`src/rtl/cma_pkg.sv`:
```
// cma_pkg: shared constants, codes and types of the covariance matrix accumulator
// used by cma_front, cma_back and covariance_matrix_accumulator_core
// no dependencies
package cma_pkg;

  localparam int NUM_LANES = 8;
  localparam int IN_W      = 24;
  localparam int COV_W     = 48;
  localparam int IDX_W     = 3;
  localparam int NS_W      = 4;

  localparam int DEF_MAX_SERIES   = 8;
  localparam int DEF_MAX_BINS     = 1024;
  localparam int DEF_SAMPLE_WIDTH = 24;

  localparam logic [NS_W-1:0] NS_RESET = 4'd8;

  // register index on the configuration port
  localparam logic REG_SERIES_IN_USE = 1'b0;
  localparam logic REG_DIAGONAL_ONLY = 1'b1;

  typedef enum logic [1:0] {
    STATUS_OK       = 2'd0,
    STATUS_FEW_BINS = 2'd1,
    STATUS_DROPPED  = 2'd2
  } status_e;

  typedef enum logic [3:0] {
    BK_IDLE,
    BK_ROW,
    BK_MUL,
    BK_ADD,
    BK_NSQ,
    BK_QMUL,
    BK_ERD,
    BK_ERD2,
    BK_EMUL,
    BK_ESUB,
    BK_EDIV,
    BK_EMIT
  } bk_state_e;

  typedef struct packed {
    logic [IDX_W-1:0]        row;
    logic [IDX_W-1:0]        col;
    logic signed [COV_W-1:0] cov;
    status_e                 status;
    logic                    last;
  } result_t;

endpackage

```
`src/rtl/cma_front.sv`:
```
// cma_front: input side, trims lanes to the sample width and holds bins in a
// two-entry queue ahead of the back end; depends on cma_pkg
module cma_front #(
  parameter int MAX_SERIES   = cma_pkg::DEF_MAX_SERIES,
  parameter int SAMPLE_WIDTH = cma_pkg::DEF_SAMPLE_WIDTH
) (
  input  logic                                    clk_i,
  input  logic                                    rst_ni,
  input  logic [cma_pkg::IN_W-1:0]                sample_i [cma_pkg::NUM_LANES],
  input  logic                                    last_bin_i,
  input  logic                                    in_valid_i,
  output logic                                    in_ready_o,
  output logic [MAX_SERIES*SAMPLE_WIDTH:0]        item_o,
  output logic                                    item_valid_o,
  input  logic                                    item_ready_i
);

  localparam int IW = MAX_SERIES * SAMPLE_WIDTH + 1;

  logic [IW-1:0] buf_q [2];
  logic [IW-1:0] packed_item;
  logic [1:0]    cnt_q, cnt_d;
  logic          wp_q, rp_q;
  logic          push, pop;

  always_comb begin
    for (int l = 0; l < MAX_SERIES; l++) begin
      packed_item[l*SAMPLE_WIDTH +: SAMPLE_WIDTH] = sample_i[l][SAMPLE_WIDTH-1:0];
    end
    packed_item[IW-1] = last_bin_i;
  end

  assign in_ready_o   = (cnt_q != 2'd2);
  assign item_valid_o = (cnt_q != 2'd0);
  assign item_o       = buf_q[rp_q];
  assign push         = in_valid_i & in_ready_o;
  assign pop          = item_valid_o & item_ready_i;

  always_comb begin
    cnt_d = cnt_q;
    if (push && !pop) begin
      cnt_d = cnt_q + 2'd1;
    end else if (pop && !push) begin
      cnt_d = cnt_q - 2'd1;
    end
  end

  always_ff @(posedge clk_i or negedge rst_ni) begin
    if (!rst_ni) begin
      cnt_q <= 2'd0;
      wp_q  <= 1'b0;
      rp_q  <= 1'b0;
    end else begin
      cnt_q <= cnt_d;
      if (push) wp_q <= ~wp_q;
      if (pop)  rp_q <= ~rp_q;
    end
  end

  always_ff @(posedge clk_i) begin
    if (push) begin
      buf_q[wp_q] <= packed_item;
    end
  end

endmodule

```
`config.mk`:
```
export PLATFORM = sky130hd
export DESIGN_NAME = cma_front
export DESIGN_NICKNAME = d
export VERILOG_FILES = /design/src/rtl/cma_pkg.sv /design/src/rtl/cma_front.sv
export SDC_FILE = /design/constraint.sdc
export NUM_CORES = 1
export LEC_CHECK = 0
export BUFFER_PORTS_ARGS = -buffer_cell sky130_fd_sc_hd__buf_4
export CAP_MARGIN = 10
export CORE_UTILIZATION = 30
export CTS_CLUSTER_DIAMETER = 200
export DETAILED_ROUTE_END_ITERATION = 6
export HOLD_SLACK_MARGIN = 0.06
export PLACE_DENSITY = 0.6
export SLEW_MARGIN = 20
export SYNTH_ARGS = -nofsm -noshare
export SYNTH_HDL_FRONTEND = slang
export SYNTH_SLANG_ARGS = --single-unit
export TNS_END_PERCENT = 5
```
`constraint.sdc`:
```
create_clock -name clk_i -period 9.1 [get_ports clk_i]
set_input_delay 1.82 -clock clk_i [delete_from_list [all_inputs] [get_ports clk_i]]
set_output_delay 1.82 -clock clk_i [all_outputs]
set_load 0.02 [all_outputs]
```
==> key figures <==
Run status
  • Status: finished, final reports clean

Power
  • Share of power burned in registers: 0.394
  • Clk network pwr share: 0.240
  • Int Power: 4.58 mW
  • Lkg Pwr: 7.67 nW
  • Switching Fraction: 0.309
  • Gate power share: 0.366
  • VDD IR max: 0.206 mV
  • Pwr dens: 336 nW/um^2
  • Net Switching: 2.04 mW

Global route
  • Vias in the first global route: 7315
  • GRT Total Usage: 0.115
  • First-pass GRT wire length: 43700 microns
  • Gr ovfl total: 0
  • Initial antenna violation count: 0
  • Largest net degree at the start of global routing: 103

Job
  • MaxCap Viol Count: 0

Placed design
  • Inst Count DP: 1661
  • Placed Area: 18400 sq um
  • Hpwl dp: 20300 microns
  • Pre-CTS WS: between 4000 and 5000 ps
  • GP Congestion: 0.688
  • Port bufs: 391

Die
  • Die area: approximately 50000 sq um
  • Die Height: approximately 220 microns
  • Core footprint: 48700 sq um
  • Io pins: 392
  • Cell row count: 81
  • Die W: 224 microns
  • Initial core utilization: 0.303

Critical path
  • Kind of critical path: reg2out
  • Crit path max-delay family: buffers and inverters
  • CP Data Required Time: 7280 ps
  • CP most frequent cell: buf_4
  • Slowest cell on crit path: dfrtp_4
  • Crit-path max FO: 52
  • Crit path buffers/inverters: 2
  • Crit path DAT: about 3000 ps
  • Setup crit end kind: output pin
  • Reg2Reg Setup Slack: between 6000 and 7000 ps
  • Startpoint Class: flop
  • Cell Chain, Critical Path: buf_4 > mux2_4 > buf_4
  • Worst path max stage delay: 940 ps

Drt
  • Highest metal used: met4
  • Starting DRT DRC Count: 350
  • Routed wire length: 30000 microns
  • DRT Pass-1 Iters: 4
  • DRC: 0
  • DR WL met2: 14700 microns
  • Post-detailed-route via-to-cell ratio: 4.12
  • Met3 wire len: ~2500 microns
  • Via count: between 7000 and 8000
  • Wirelength per Cell: 17.3 microns
  • Met1 wire length: 12200 microns
  • Antenna Violating Nets Remaining: 0

Timing
  • Final Max Tran Viols: 0
  • Worst-margin pin slew: 981 ps
  • Final Hold Viols: 0
  • Final Skew: roughly 22 ps
  • Fmax: 0.211 GHz
  • Fin Setup TNS: 0 ps
  • Clock period minus worst slack: roughly 4700 ps
  • Worst setup margin: 4360 ps
  • Slew HR: 0.346
  • RSZ-0062 raised after global routing: no
  • Period utilization: 0.521
  • Final hold slack: 489 ps
  • Endpoints failing setup: 0

Clock network
  • Clock Latency Late Sink: 550 ps
  • Post CTS Setup Buffer Count: 0
  • CTS sink cnt: 390
  • Clk slew on worst S/H paths: about 60 ps
  • Hold_buf cts: 0
  • TritonCTS buffer count: 40
  • CTS H-tree lvls: 2
  • Clk buf depth: 3
  • Clock root cell: clkbuf_16
  • # resized after CTS: 0
  • CTS tree: built

Synth
  • Syn Area/Cell: 23.9 sq um
  • Post-synthesis cell type count: 16
  • Synth Cell Area: 14800 sq um
  • #FFs+latches synth: 390
  • Gate Count Post-Synth: 619
  • Mapped Nets: 817
  • Yosys warnings: 0
  • Seq/Total Area, Yosys: 0.790

Final layout
  • P&R area growth vs syn: 33.1%
  • Inserted Diodes: 0
  • Register area: 11700 sq um
  • Post-route cell area: 19700 sq um
  • Final non-filler cell total: 1732
  • Post-layout nets: between 1000 and 1500
  • Area taken by multi-input logic gates: 2880 sq um
  • Fill count: roughly 4400
  • Share of cells above drive strength 1: 0.612

Min path
  • HP Class: reg2reg
[synth_stat cells, drive strengths merged]
| cell type | n | area share |
|---|---|---|
| and3 | 1 | 0.00042 |
| buf | 22 | 0.016 |
| dfrtp | 4 | 0.0068 |
| edfxtp | 386 | 0.78 |
| ha | 1 | 0.00085 |
| inv | 1 | 0.00025 |
| mux2 | 193 | 0.19 |
| nand2 | 2 | 0.00051 |
| nand2b | 1 | 0.00042 |
| nor2 | 2 | 0.00051 |
| or2 | 1 | 0.00042 |
| xnor2 | 3 | 0.0018 |
| xor2 | 2 | 0.0012 |
[cell type report]
| class | count | area share |
|---|---|---|
| flip-flops and latches | 390 | 0.594 |
| well taps | 664 | 0.0422 |
| inverters | 1 | 0.000191 |
| clock inverters | 22 | 0.0111 |
| repair buffers | 400 | 0.153 |
| multi-input cells | 206 | 0.146 |
| clock buffers | 49 | 0.0536 |
[stage by stage]
stage	power [mW]	util
4_1_cts	6.72	0.404
5_1_grt	6.90	0.404
2_1_floorplan	4.32	-
6_report	6.62	0.404
3_5_place_dp	5.11	0.378
3_3_place_gp	5.09	0.378
[registers in the layout, summed over array words and instances, names as in the netlist]
signal / count
wp_q: 1
rp_q: 1
buf_q: 386
cnt_q: 2
[power groups by stage]
| stage | clock network, mW | logic, mW | registers [mW] |
|---|---|---|---|
| 2_1_floorplan | 0 | 1.68 | 2.64 |
| 3_3_place_gp | 0 | 2.45 | 2.64 |
| 3_5_place_dp | 0 | 2.46 | 2.65 |
| 4_1_cts | 1.64 | 2.47 | 2.61 |
| 5_1_grt | 1.70 | 2.56 | 2.65 |
| 6_report | 1.59 | 2.42 | 2.61 |
[cell families (layout without fill, tap and decap cells)]
family | count (synthesis) | count (layout) | synth area share
DFF | 390 | 390 | 0.790
muxes | 193 | 193 | 0.188
buffers and inverters | 23 | 472 | 0.0160
and+or+nand+nor | 7 | 7 | 0.00229
xor gates and xnor gates | 5 | 5 | 0.00296
adders and majority gates | 1 | 1 | 0.000846
[worst register-to-register path, cell delays in order, from the launching register on]
cell      delay [ps]
dfrtp_1          400
nand2b_1         180
and3_4           470
buf_4            560
buf_4            800
[layer usage]
metal  vias to the layer above  track usage
li1                       3313            -
met1                      3532        0.141
met2                       256        0.188
met3                        41       0.0438
met4                         0       0.0327
met5                         -     0.000978
[final timing paths]
check                          from       endpoint  depth (start not counted)
max                            rp_q     item_o[57]                          3
min                        cnt_q[1]       cnt_q[1]                          1
max reg2reg                cnt_q[0]  buf_q[1][110]                          4
min reg2reg                cnt_q[1]       cnt_q[1]                          1
max in group asynchronous    rst_ni           rp_q                          1
min in group asynchronous    rst_ni           wp_q                          1
[cell usage in the layout, fill, tap and decap left out]
cell and count:
and3_4 1, buf_12 1, buf_4 399, bufinv_16 4
clkbuf_1 8, clkbuf_16 41, clkinv_1 6, clkinv_2 7
clkinvlp_4 3, dfrtp_1 3, dfrtp_4 1, edfxtp_1 386
ha_1 1, inv_1 1, inv_6 2, mux2_2 33
mux2_4 160, nand2_1 2, nand2b_1 1, nor2_1 1
nor2_4 1, or2_2 1, xnor2_1 3, xor2_1 2
Note: power is estimated with default switching activity, not from simulation.
